[config.mk]
export PLATFORM = sky130hd
export DESIGN_NAME = iteration_hsv_palette
export DESIGN_NICKNAME = d
export VERILOG_FILES = /design/src/hw/rtl/ihp_pkg.sv /design/src/hw/rtl/iteration_hsv_palette.sv
export SDC_FILE = /design/constraint.sdc
export NUM_CORES = 1
export LEC_CHECK = 0
export BUFFER_PORTS_ARGS = -buffer_cell sky130_fd_sc_hd__buf_2
export CAP_MARGIN = 20
export CORE_ASPECT_RATIO = 2
export CORE_MARGIN = 2
export CORE_UTILIZATION = 40
export DETAILED_ROUTE_END_ITERATION = 16
export PLACE_DENSITY = 0.63
export SLEW_MARGIN = 15
export SYNTH_ARGS = -nofsm -noshare
export SYNTH_HDL_FRONTEND = slang
export SYNTH_SLANG_ARGS = --single-unit
export TNS_END_PERCENT = 100
[constraint.sdc]
create_clock -name clk -period 12 [get_ports clk]
set_clock_uncertainty 0.05 [all_clocks]
set_input_delay 1.2 -clock clk [delete_from_list [all_inputs] [get_ports clk]]
set_output_delay 1.2 -clock clk [all_outputs]
set_load 0.01 [all_outputs]
[src/hw/rtl/ihp_pkg.sv]
`default_nettype none

package ihp_pkg;

  localparam int unsigned ITER_WIDTH_DEF = 16;
  localparam int unsigned COLOR_W        = 24;
  localparam int unsigned CHAN_W         = 8;

  // Low counts (up to LOW_MAX) take the desaturated red rule
  localparam int unsigned LOW_MAX = 15;
  localparam int unsigned NIB_W   = 4;

  // Hue wraps at HUE_MOD; one sextant spans SEXT_SPAN degrees
  localparam int unsigned HUE_MOD   = 359;
  localparam int unsigned SEXT_SPAN = 60;
  localparam int unsigned HUE_W     = 9;
  localparam int unsigned K_W       = 6;

  // Byte-weighted residue sum: at most four bytes, each weight below HUE_MOD
  localparam int unsigned MAX_BYTES = 4;
  localparam int unsigned SUM_W     = 19;

  // Reciprocal of HUE_MOD: q = (sum * RECIP) >> RECIP_SHIFT is exact for sum < 2^19
  localparam int unsigned RECIP_SHIFT = 27;
  localparam int unsigned RECIP_W     = 19;
  localparam logic [RECIP_W-1:0] RECIP = RECIP_W'(((64'd1 << RECIP_SHIFT) + HUE_MOD - 1)
                                                  / HUE_MOD);
  localparam int unsigned PROD_W = SUM_W + RECIP_W;
  localparam int unsigned Q_W    = PROD_W - RECIP_SHIFT;

  // 256^i mod 359 for byte i of the count
  localparam logic [HUE_W-1:0] BYTE_WEIGHT [MAX_BYTES] = '{9'd1, 9'd256, 9'd198, 9'd69};

  function automatic logic [CHAN_W-1:0] ramp_up(input logic [K_W-1:0] k);
    logic [9:0] p;
    p = 10'd17 * {4'd0, k};
    return p[9:2];
  endfunction

  function automatic logic [CHAN_W-1:0] ramp_down(input logic [K_W-1:0] k);
    logic [K_W-1:0] d;
    logic [9:0]     p;
    d = K_W'(SEXT_SPAN) - k;
    p = 10'd17 * {4'd0, d};
    return p[9:2];
  endfunction

  function automatic logic [COLOR_W-1:0] pack_rgb(input logic [CHAN_W-1:0] r,
                                                  input logic [CHAN_W-1:0] g,
                                                  input logic [CHAN_W-1:0] b);
    return {r, g, b};
  endfunction

endpackage

`default_nettype wire

[src/hw/rtl/iteration_hsv_palette.sv]
// Iteration-count palette: turns one escape-iteration count into one packed
// RGB colour (red 23:16, green 15:8, blue 7:0).
//
// Input channel in_*: one request per pixel, count in in_tdata[ITER_WIDTH-1:0];
// padding bits above ITER_WIDTH are ignored. Output channel out_*: one colour
// per request, in request order.
//
// Four register stages: byte-residue sum, reciprocal multiply, remainder
// correction, sextant and ramp. Throughput is one request per cycle while
// out_tready stays high, set by the single 19x19 reciprocal multiplier in
// stage 2, which is fully pipelined.
//
// Reset (rst_n low, synchronous) empties all stages; out_tvalid drops in the
// cycle after. When the receiver holds out_tready low, the output register
// holds its colour and each earlier stage keeps filling as long as it has a
// free slot ahead, so in_tready falls only once all four stages are full.
`default_nettype none

module iteration_hsv_palette #(
  parameter int unsigned ITER_WIDTH = ihp_pkg::ITER_WIDTH_DEF
) (
  input  wire logic                                 clk,
  input  wire logic                                 rst_n,
  input  wire logic                                 in_tvalid,
  output      logic                                 in_tready,
  input  wire logic [((ITER_WIDTH + 7) / 8) * 8-1:0] in_tdata,   // iter_count
  output      logic                                 out_tvalid,
  input  wire logic                                 out_tready,
  output      logic [ihp_pkg::COLOR_W-1:0]          out_tdata   // color
);

  localparam int unsigned IN_BYTES   = (ITER_WIDTH + 7) / 8;
  localparam int unsigned IN_TDATA_W = IN_BYTES * 8;

  // Stage enables: a stage loads when it is empty or its contents move on
  logic en1, en2, en3, en4;

  // Stage 1: weighted byte sum congruent to the count mod 359
  logic                        v1_r;
  logic [ihp_pkg::SUM_W-1:0]   sum1_r, sum1_nxt;
  logic                        low1_r, low1_nxt;
  logic [ihp_pkg::NIB_W-1:0]   nib1_r;

  // Stage 2: quotient estimate
  logic                        v2_r;
  logic [ihp_pkg::SUM_W-1:0]   sum2_r;
  logic [ihp_pkg::Q_W-1:0]     q2_r, q2_nxt;
  logic                        low2_r;
  logic [ihp_pkg::NIB_W-1:0]   nib2_r;

  // Stage 3: hue
  logic                        v3_r;
  logic [ihp_pkg::HUE_W-1:0]   hue3_r, hue3_nxt;
  logic                        low3_r;
  logic [ihp_pkg::NIB_W-1:0]   nib3_r;

  // Stage 4: output register
  logic                        v4_r;
  logic [ihp_pkg::COLOR_W-1:0] color4_r, color4_nxt;

  logic [ITER_WIDTH-1:0]       count;
  logic [IN_TDATA_W-1:0]       count_pad;
  logic [ihp_pkg::PROD_W-1:0]  prod;
  logic [ihp_pkg::SUM_W-1:0]   qm;
  logic [ihp_pkg::SUM_W-1:0]   rem_full;
  logic [ihp_pkg::HUE_W:0]     rem;
  logic [ihp_pkg::K_W-1:0]     k;
  logic [ihp_pkg::CHAN_W-1:0]  lo_chan;

  assign en4 = !v4_r || out_tready;
  assign en3 = !v3_r || en4;
  assign en2 = !v2_r || en3;
  assign en1 = !v1_r || en2;

  assign in_tready  = en1;
  assign out_tvalid = v4_r;
  assign out_tdata  = color4_r;

  // Stage 1: split the count into bytes and weight each by 256^i mod 359
  assign count     = in_tdata[ITER_WIDTH-1:0];
  assign count_pad = IN_TDATA_W'(count);

  always_comb begin
    sum1_nxt = '0;
    for (int b = 0; b < IN_BYTES; b++) begin
      sum1_nxt = sum1_nxt + ihp_pkg::SUM_W'(count_pad[b*8 +: 8])
                          * ihp_pkg::SUM_W'(ihp_pkg::BYTE_WEIGHT[b]);
    end
    low1_nxt = (count <= ITER_WIDTH'(ihp_pkg::LOW_MAX));
  end

  // Stage 2: quotient by reciprocal multiply
  assign prod   = ihp_pkg::PROD_W'(sum1_r) * ihp_pkg::PROD_W'(ihp_pkg::RECIP);
  assign q2_nxt = prod[ihp_pkg::PROD_W-1:ihp_pkg::RECIP_SHIFT];

  // Stage 3: remainder, with one corrective subtract
  assign qm       = ihp_pkg::SUM_W'(q2_r) * ihp_pkg::SUM_W'(ihp_pkg::HUE_MOD);
  assign rem_full = sum2_r - qm;
  assign rem      = rem_full[ihp_pkg::HUE_W:0];

  always_comb begin
    if (rem >= (ihp_pkg::HUE_W + 1)'(ihp_pkg::HUE_MOD)) begin
      hue3_nxt = ihp_pkg::HUE_W'(rem - (ihp_pkg::HUE_W + 1)'(ihp_pkg::HUE_MOD));
    end else begin
      hue3_nxt = rem[ihp_pkg::HUE_W-1:0];
    end
  end

  // Stage 4: sextant, ramp and packing
  assign lo_chan = ihp_pkg::CHAN_W'(8'd17 * {4'd0, ihp_pkg::NIB_W'(ihp_pkg::LOW_MAX) - nib3_r});

  always_comb begin
    k          = '0;
    color4_nxt = '0;
    if (low3_r) begin
      color4_nxt = ihp_pkg::pack_rgb(8'hff, lo_chan, lo_chan);
    end else begin
      priority if (hue3_r < 9'd60) begin
        k          = ihp_pkg::K_W'(hue3_r);
        color4_nxt = ihp_pkg::pack_rgb(8'hff, ihp_pkg::ramp_up(k), 8'h00);
      end else if (hue3_r < 9'd120) begin
        k          = ihp_pkg::K_W'(hue3_r - 9'd60);
        color4_nxt = ihp_pkg::pack_rgb(ihp_pkg::ramp_down(k), 8'hff, 8'h00);
      end else if (hue3_r < 9'd180) begin
        k          = ihp_pkg::K_W'(hue3_r - 9'd120);
        color4_nxt = ihp_pkg::pack_rgb(8'h00, 8'hff, ihp_pkg::ramp_up(k));
      end else if (hue3_r < 9'd240) begin
        k          = ihp_pkg::K_W'(hue3_r - 9'd180);
        color4_nxt = ihp_pkg::pack_rgb(8'h00, ihp_pkg::ramp_down(k), 8'hff);
      end else if (hue3_r < 9'd300) begin
        k          = ihp_pkg::K_W'(hue3_r - 9'd240);
        color4_nxt = ihp_pkg::pack_rgb(ihp_pkg::ramp_up(k), 8'h00, 8'hff);
      end else begin
        k          = ihp_pkg::K_W'(hue3_r - 9'd300);
        color4_nxt = ihp_pkg::pack_rgb(8'hff, 8'h00, ihp_pkg::ramp_down(k));
      end
    end
  end

  // Valid bits: advance with the data, clear on reset
  always_ff @(posedge clk) begin
    if (!rst_n) begin
      v1_r <= 1'b0;
      v2_r <= 1'b0;
      v3_r <= 1'b0;
      v4_r <= 1'b0;
    end else begin
      if (en1) v1_r <= in_tvalid;
      if (en2) v2_r <= v1_r;
      if (en3) v3_r <= v2_r;
      if (en4) v4_r <= v3_r;
    end
  end

  // Payload: load on enable, hold otherwise
  always_ff @(posedge clk) begin
    if (en1) begin
      sum1_r <= sum1_nxt;
      low1_r <= low1_nxt;
      nib1_r <= count[ihp_pkg::NIB_W-1:0];
    end
    if (en2) begin
      sum2_r <= sum1_r;
      q2_r   <= q2_nxt;
      low2_r <= low1_r;
      nib2_r <= nib1_r;
    end
    if (en3) begin
      hue3_r <= hue3_nxt;
      low3_r <= low2_r;
      nib3_r <= nib2_r;
    end
    if (en4) begin
      color4_r <= color4_nxt;
    end
  end

endmodule

`default_nettype wire

Word-level counts from Yosys, hierarchy flattened

Cells that the tools add are included.

ROM bits: 0
Bits in writable memories: 0
Register bits after elaboration: 90
Bits in latches: 0
Bits of input ports: 20
Logic and storage cells: 60
Memories kept: 0

Div/mod/pow operators: 0
Multiplexer cells: 7
Equality and inequality tests: 0
Bitwise gates (word level): 0
Order comparisons: 7
Multiply operators: 9
Add/sub/neg operators: 12
Reductions and logical operators: 9
Shift-type cells: 0

Operator list:

| cell                     | count |
|---|---|
| $mux W24                 | 4 |
| $mul A5 B6 Y10 const A   | 6 |
| $mul A17 B18 Y35 const B | 1 |
| $mux W16                 | 2 |
| $sub A6 B6 Y6 const B    | 5 |
| $lt A9 B8 Y1 const B     | 2 |
| $sub A6 B6 Y6 const A    | 3 |
| $add A8 B16 Y17          | 1 |
| $le A16 B4 Y1 const B    | 1 |
| $mul A11 B9 Y10 const B  | 1 |
| $ge A10 B9 Y1 const B    | 1 |
| $sub A10 B10 Y10         | 1 |
| $lt A9 B6 Y1 const B     | 1 |
| $lt A9 B7 Y1 const B     | 1 |
| $lt A9 B9 Y1 const B     | 1 |
| $mux W9                  | 1 |
| $sub A9 B9 Y9 const B    | 1 |
| $mul A5 B4 Y8 const A    | 1 |
| $logic_not A1 Y1         | 4 |
| $logic_or A1 B1 Y1       | 4 |
| $sub A4 B4 Y4 const A    | 1 |
| $reduce_or A2 Y1         | 1 |

Logic depth before layout (Yosys ltp)

Gate-level depths: netlist of the first run.

Depth in word-level cells: 9
Depth in mapped cells: 20

Least setup slack after synthesis of the first run

Ideal clock, no wire load.

Kind: register to register
Start: register sum1_r[7] in the netlist's numbering
End: register q2_r[3] in the netlist's numbering, data pin
Data required time: 11.755 ns
Clock period less this slack: 5.632 ns
Setup time: 0.195 ns
Buffers on the path: 0
Slack: 6.368 ns
Stages on the path, launching flop included: 18
Arrival: 5.387 ns
Cells stage by stage: edfxtp_1 -> ha_1 -> fa_1 -> inv_1 -> fa_1 -> inv_1 -> fa_1 -> fa_1 -> inv_1 -> fa_1 -> inv_1 -> ha_1 -> a2111oi_0 -> o21ai_0 -> a221oi_1 -> a21boi_1 -> or4b_1 -> o311ai_0

Cells in the longest elaborated chain, start to end: 1

Ends and longest elaborated chain:

| what                     | line                         | RTL |
|---|---|---|
| start: declaration       | iteration_hsv_palette.sv:40  | `logic [ihp_pkg::SUM_W-1:0] sum1_r, sum1_nxt;` |
| start signal: assignment | iteration_hsv_palette.sv:158 | `sum1_r <= sum1_nxt;` |
| $mul A17 B18 Y35         | iteration_hsv_palette.sv:93  | `assign prod = ihp_pkg::PROD_W'(sum1_r) * ihp_pkg::PROD_W'(ihp_pkg::RECIP);` |
| named net prod, one bit  | iteration_hsv_palette.sv:63  | `logic [ihp_pkg::PROD_W-1:0] prod;` |
| end signal: assignment   | iteration_hsv_palette.sv:164 | `q2_r <= q2_nxt;` |
| end: declaration         | iteration_hsv_palette.sv:47  | `logic [ihp_pkg::Q_W-1:0] q2_r, q2_nxt;` |

The timed path passes the listed nets, and every way through them passes these cells.
A chain may end at the register's enable or synchronous reset.

Worst setup path after layout of the first run

Start: register sum1_r[5] in the netlist's numbering
End: register q2_r[3] in the netlist's numbering, data pin

The elaborated chain is that of the path after synthesis.

==> metrics.md, run 1 <==
| Metric | Value |
|---|---|
| Drt first pass iters | 4 |
| Distinct cell type count after synthesis | 67 |
| Die Height | 232.5 um |
| Initial antenna violation count | 0 |
| Startpoint Class | flop |
| Routed WL | 24810 um |
| Global-route wire length before repair | 40650 um |
| Worst-Skew Late Latency | 0.34 ns |
| Synthesized net count | 1328 |
| WL/cell | 17.99 um |
| # setup viols final | 0 |
| Largest stage delay on the critical path | 0.84 ns |
| Final worst slack | 5.279 ns |
| Largest net degree at the start of global routing | 25 |
| Vias per cell | 5.244 |
| ANT nets after route | 0 |
| Primary FF master, synth | edfxtp_1 |
| Synth area leaders | ha_1 25%, fa_1 22%, edfxtp_1 22% |
| Critical path type | flop to flop |
| Synth top area share | 0.2504 |
| Worst Path Arrival | 6.78 ns |
| Core ar. | 25650 um2 |
| All-Layer GR Usage | 0.1939 |
| GR Util met2 | 0.4032 |
| Layout cells sized above 1 | 0.08181 |
| GR Overflow Total | 0 |
| Mapped Area | 10440 um2 |
| Critical Path Stages | 17 |
| TritonCTS buffer count | 9 |
| Status | finished, final reports clean |
| Worst relative slew slack | 0.3713 |
| Worst reg2reg path depth | 17 |
| M3 GR Usage | 0.02230 |
| I/O Pins | 46 |
| Crit-path cells | ha_1, fa_1, inv_1, fa_1, inv_1, fa_1, fa_1, inv_1, fa_1, inv_1, ha_1, a2111oi_0, o21ai_0, a221oi_1, a21boi_1, or4b_1, o311ai_0 |
| Worst path buffer plus inverter count | 4 |
| H-tree depth | 3 |
| Mapped Cells | 986 |
| Pins Over Slew Limit | 0 |
| CTS Root Cell | clkbuf_16 |
| Global routing's busiest layer | met2 |
| Most common cell after layout, fill and taps aside | inv_1 |
| Worst hold stages | 0 |
| Layout area overhead | 9.202% |
| Die X | 118.3 um |
| DP HPWL | 21700 um |
| GRT met1 Usage | 0.1633 |
| Gpl congestion | 0.9679 |
| Max Freq | 148.8 MHz |
| CTS Buffer Depth | 2 |
| Worst slew pin tran | 0.9431 ns |
| Site Rows | 83 |
| CP Capture Type | flop |
| Fin crit period | 6.721 ns |
| Initial Util | 0.4071 |
| DR iter-0 viols | 314 |
| Cts hold-fix bufs | 0 |
| Max_cap viols | 0 |
| Sequential area share after synthesis | 0.2233 |
| Worst path slowest cell | a221oi_1 |
| Nets | 1376 |
| Number of diodes | 0 |
| Setup TNS | 0 ns |
| Syn. warnings | 0 |
| Cell taking the most area after synthesis | ha_1 |
| Clock-pin slew on the worst setup and hold paths | 0.07 ns |
| Worst EP required | 12.06 ns |
| Number of enable flip-flop cells after synthesis | 75 |
| Worst-path maximum fanout | 7 |
| Vias | 7231 |
| CP dominant cell by count | fa_1 |
| Post-CTS setup buffer count | 0 |
| Family with the most delay on the worst path | adder cells |
| CTS sink count | 79 |
| Vias in the first global route | 7972 |
| FF+latch count, synth | 79 |
| Syn_area_per_cell | 10.59 um2 |
| Final hold violation count | 0 |
| DIE AREA | 27490 um2 |
| Worst hold path class | flop to flop |
| Post-Place Setup Slack | 5.305 ns |
| DRC errors left | 0 |
| RSZ-0062 raised after global routing | false |
| Post-cts resize count | 0 |
| CTS tree | done |
| PortBufs | 45 |
| Ys async rst share | 0 |
| Commonest cells after routing, fill and taps aside | 212 x inv_1, 209 x ha_1, 113 x fa_1 |
| Final period utilization | 0.5601 |
## path summary, 6_finish.rpt
check	slack, ns	end	start
worst max-delay path	5.28	q2_r[3]	sum1_r[5]
worst min-delay path	0.39	low3_r	low2_r
worst max register to register	5.28	q2_r[3]	sum1_r[5]
worst min register to register	0.39	low3_r	low2_r
## cells in the mapped netlist, types with 2 or more instances
library cell and number:
nand2b_1 9, nor2_1 30, nand4_1 4, o21bai_1 2, o31ai_1 4, o22ai_1 2, o221ai_1 5, inv_1 212
ha_1 209, mux2i_1 2, xor2_1 15, or4_1 4, or2_2 6, o21a_1 8, fa_1 113, o311ai_0 2
o21ai_1 4, nand2_1 36, dfxtp_1 4, nand3_1 14, a211oi_1 7, nor4_1 5, a2111oi_4 2, edfxtp_1 75
a311o_1 2, o21ai_0 28, a211o_1 2, mux2_4 2, nor3_1 10, clkbuf_1 13, and3_1 7, a21o_1 18
a21oi_1 39, o211a_1 3, or3_1 3, nor2b_1 8, o2111ai_1 3, a2111oi_0 2, xnor2_1 42, and2_1 3
## worst register-to-register path, delay by kind of cell (launching register included)
kind | cells | cell delay (ns)
AOI/OAI and AO/OA | 5 | 1.87
and+or+nand+nor | 1 | 0.55
buffers and inverters | 4 | 0.22
DFF | 1 | 0.51
adders and majority gates | 7 | 3.29
## kinds of logic (layout without fill, tap and decap cells)
logic type / Yosys count / in the layout / share of synthesized area
fa+ha+maj: 322 / 322 / 0.4671
compound gates: 152 / 152 / 0.1030
xor+xnor: 58 / 58 / 0.05044
buf+inv: 225 / 278 / 0.08088
simple gates: 146 / 146 / 0.07046
mux: 4 / 4 / 0.004793
flops: 79 / 79 / 0.2233
## routing by layer
| metal | share of wire | vias to the layer above |
|---|---|---|
| li1 | - | 3421 |
| met5 | 0 | - |
| met3 | 0.022 | 84 |
| met4 | 0.073 | 0 |
| met2 | 0.60 | 166 |
| met1 | 0.31 | 3560 |
## sequential cells by signal, summed over array words and instances, names as in the netlist, 3 cells and up
name and flops:
q2_r 9, out_tdata 24, sum2_r 10, nib1_r 3, nib3_r 4, sum1_r 13
hue3_r 9
## cell type report
cell class,count,area (um2)
clock buffers,10,229.0
clock inverters,6,92.59
fillers,2486,14250
inverters,212,795.8
multi-input cells,682,7266
flip-flops and latches,79,2332
well taps,340,425.4
repair buffers,50,262.8
## through the flow
stage          cell area (um2)    util  cells  hold slack [ns]
2_1_floorplan            10440       -    986           0.3503
3_3_place_gp             11080  0.4320   1363           0.3733
3_5_place_dp             11080  0.4320   1363           0.3713
4_1_cts                  11400  0.4446   1379           0.3899
5_1_grt                  11400  0.4446   1379           0.3976
6_report                 11400  0.4446   1379           0.3875
Power of run 1 is left out: the tool's default activity adds up to more than one toggle a clock period on the data nets, which glitch-free logic cannot reach.
==> run 2: changes to the inputs <==
- PLACE_DENSITY: 0.63 -> 0.65
- clock period: 12 -> 5.7 ns (I/O delays scaled with it)
==> metrics.md, run 2 (synthesis gave the netlist of run 1 again) <==
| Metric | Value |
|---|---|
| All-Layer GR Usage | 0.1987 |
| Non-filler cells, final | 1445 |
| Final worst slack | 0.08252 ns |
| HP Start | in_tdata[2] |
| Worst-Skew Late Latency | 0.36 ns |
| TritonCTS buffer count | 9 |
| Drt first pass iters | 6 |
| Cts hold-fix bufs | 0 |
| Global-route wire length before repair | 41480 um |
| Pins Over Slew Limit | 0 |
| Worst relative slew slack | 0.4020 |
| Number of diodes | 0 |
| Fin crit period | 5.617 ns |
| WL/cell | 17.91 um |
| R2r startpoint | sum1_r[7] |
| PortBufs | 45 |
| Worst slew pin tran | 0.8960 ns |
| Critical path type | flop to flop |
| Worst hold path class | input pin to flop |
| Worst path slowest cell | or4_1 |
| Worst Path Arrival | 5.79 ns |
| Routed WL | 25890 um |
| # placed instances | 1416 |
| DP HPWL | 22510 um |
| Initial Util | 0.4071 |
| Max_cap viols | 0 |
| Core ar. | 25650 um2 |
| Status | finished, final reports clean |
| Final period utilization | 0.9855 |
| Commonest cells after routing, fill and taps aside | 202 x inv_1, 192 x ha_1, 109 x fa_1 |
| Worst EP required | 5.87 ns |
| Largest stage delay on the critical path | 0.51 ns |
| CTS Root Cell | clkbuf_16 |
| Max reg flops | 24 |
| Layout cells sized above 1 | 0.1765 |
| Die X | 118.3 um |
| Startpoint Class | flop |
| Most common cell after layout, fill and taps aside | inv_1 |
| Worst-path maximum fanout | 4 |
| Fill cell count | 2362 |
| Area occupied by multi-input gates | 7565 um2 |
| RSZ-0062 raised after global routing | true |
| CTS tree | done |
| Worst path buffer plus inverter count | 8 |
| Nets | 1442 |
| Vias | 7517 |
| I/O Pins | 46 |
| DIE AREA | 27490 um2 |
| Layout area overhead | 16.98% |
| DRC errors left | 0 |
| Largest net degree at the start of global routing | 25 |
| Initial antenna violation count | 0 |
| Setup TNS | 0 ns |
| Dpl cell area | 11480 um2 |
| CTS Buffer Depth | 2 |
| Die Height | 232.5 um |
| Site Rows | 83 |
| # setup viols final | 0 |
| Family with the most delay on the worst path | adder cells |
| Sequential cell area | 2332 um2 |
| Post-Place Setup Slack | -0.4744 ns |
| Final hold violation count | 0 |
| CTS sink count | 79 |
| CP Capture Type | flop |
| Clock-pin slew on the worst setup and hold paths | 0.07 ns |
| Vias per cell | 5.202 |
| CP Launch Point | sum1_r[7] |
| Max Freq | 178.0 MHz |
| Crit-path cells | buf_6, ha_4, buf_4, ha_1, inv_1, fa_1, inv_1, fa_2, fa_1, inv_1, fa_1, inv_2, ha_4, a21o_1, a211o_1, o31ai_4, buf_6, buf_4, a21oi_4, or4_1, nand3_1 |
| DR iter-0 viols | 239 |
| Gpl congestion | 0.9727 |
| H-tree depth | 3 |
| GR Overflow Total | 0 |
| Vias in the first global route | 8358 |
| ANT nets after route | 0 |
| Finished Cell Area | 12220 um2 |
run 2: cell count changes in the layout (fill, tap and decap cells not counted), sizes merged:
cell	previous run	this run
bufinv	2	1
clkinv	0	1
clkbuf	10	9
buf	50	116
inv	214	215
run 2: per-stage QoR:
step / hold slack, ns / utilization
2_1_floorplan: 0.3503 / -
3_3_place_gp: 0.3717 / 0.4475
3_5_place_dp: 0.3688 / 0.4475
4_1_cts: 0.3181 / 0.4641
5_1_grt: 0.3223 / 0.4762
6_report: 0.3273 / 0.4762
run 2: final cells by class:
class / instances / area share
Multi-Input combinational cell: 682 / 0.6193
Sequential cell: 79 / 0.1909
Inverter: 212 / 0.06514
Timing Repair Buffer: 116 / 0.06422
Tap cell: 340 / 0.03483
Clock buffer: 9 / 0.01844
Clock inverter: 7 / 0.007170
run 2: final timing paths:
path | slack [ns] | endpoint | depth (start not counted)
hold / removal | 0.33 | nib1_r[2] | 1
setup reg to reg | 0.08 | q2_r[8] | 21
hold reg to reg | 0.38 | low3_r | 0
setup / recovery | 0.08 | q2_r[8] | 21
run 2: repair_timing:
action | in CTS | in global routing
endpoints found under the setup margin | 8 | 7
buffers inserted | 4 | 10
pin swaps | 7 | 37
resized for setup | 18 | 44
gates cloned | 0 | 0
run 2: layer usage:
layer | part of all wire | vias up | track usage
li1 | - | 3552 | -
met1 | 0.29 | 3661 | 0.1545
met2 | 0.58 | 192 | 0.4070
met3 | 0.025 | 112 | 0.02157
met4 | 0.10 | 0 | 0.1837
met5 | 0 | - | 0
Power of run 2 is left out for the same reason.
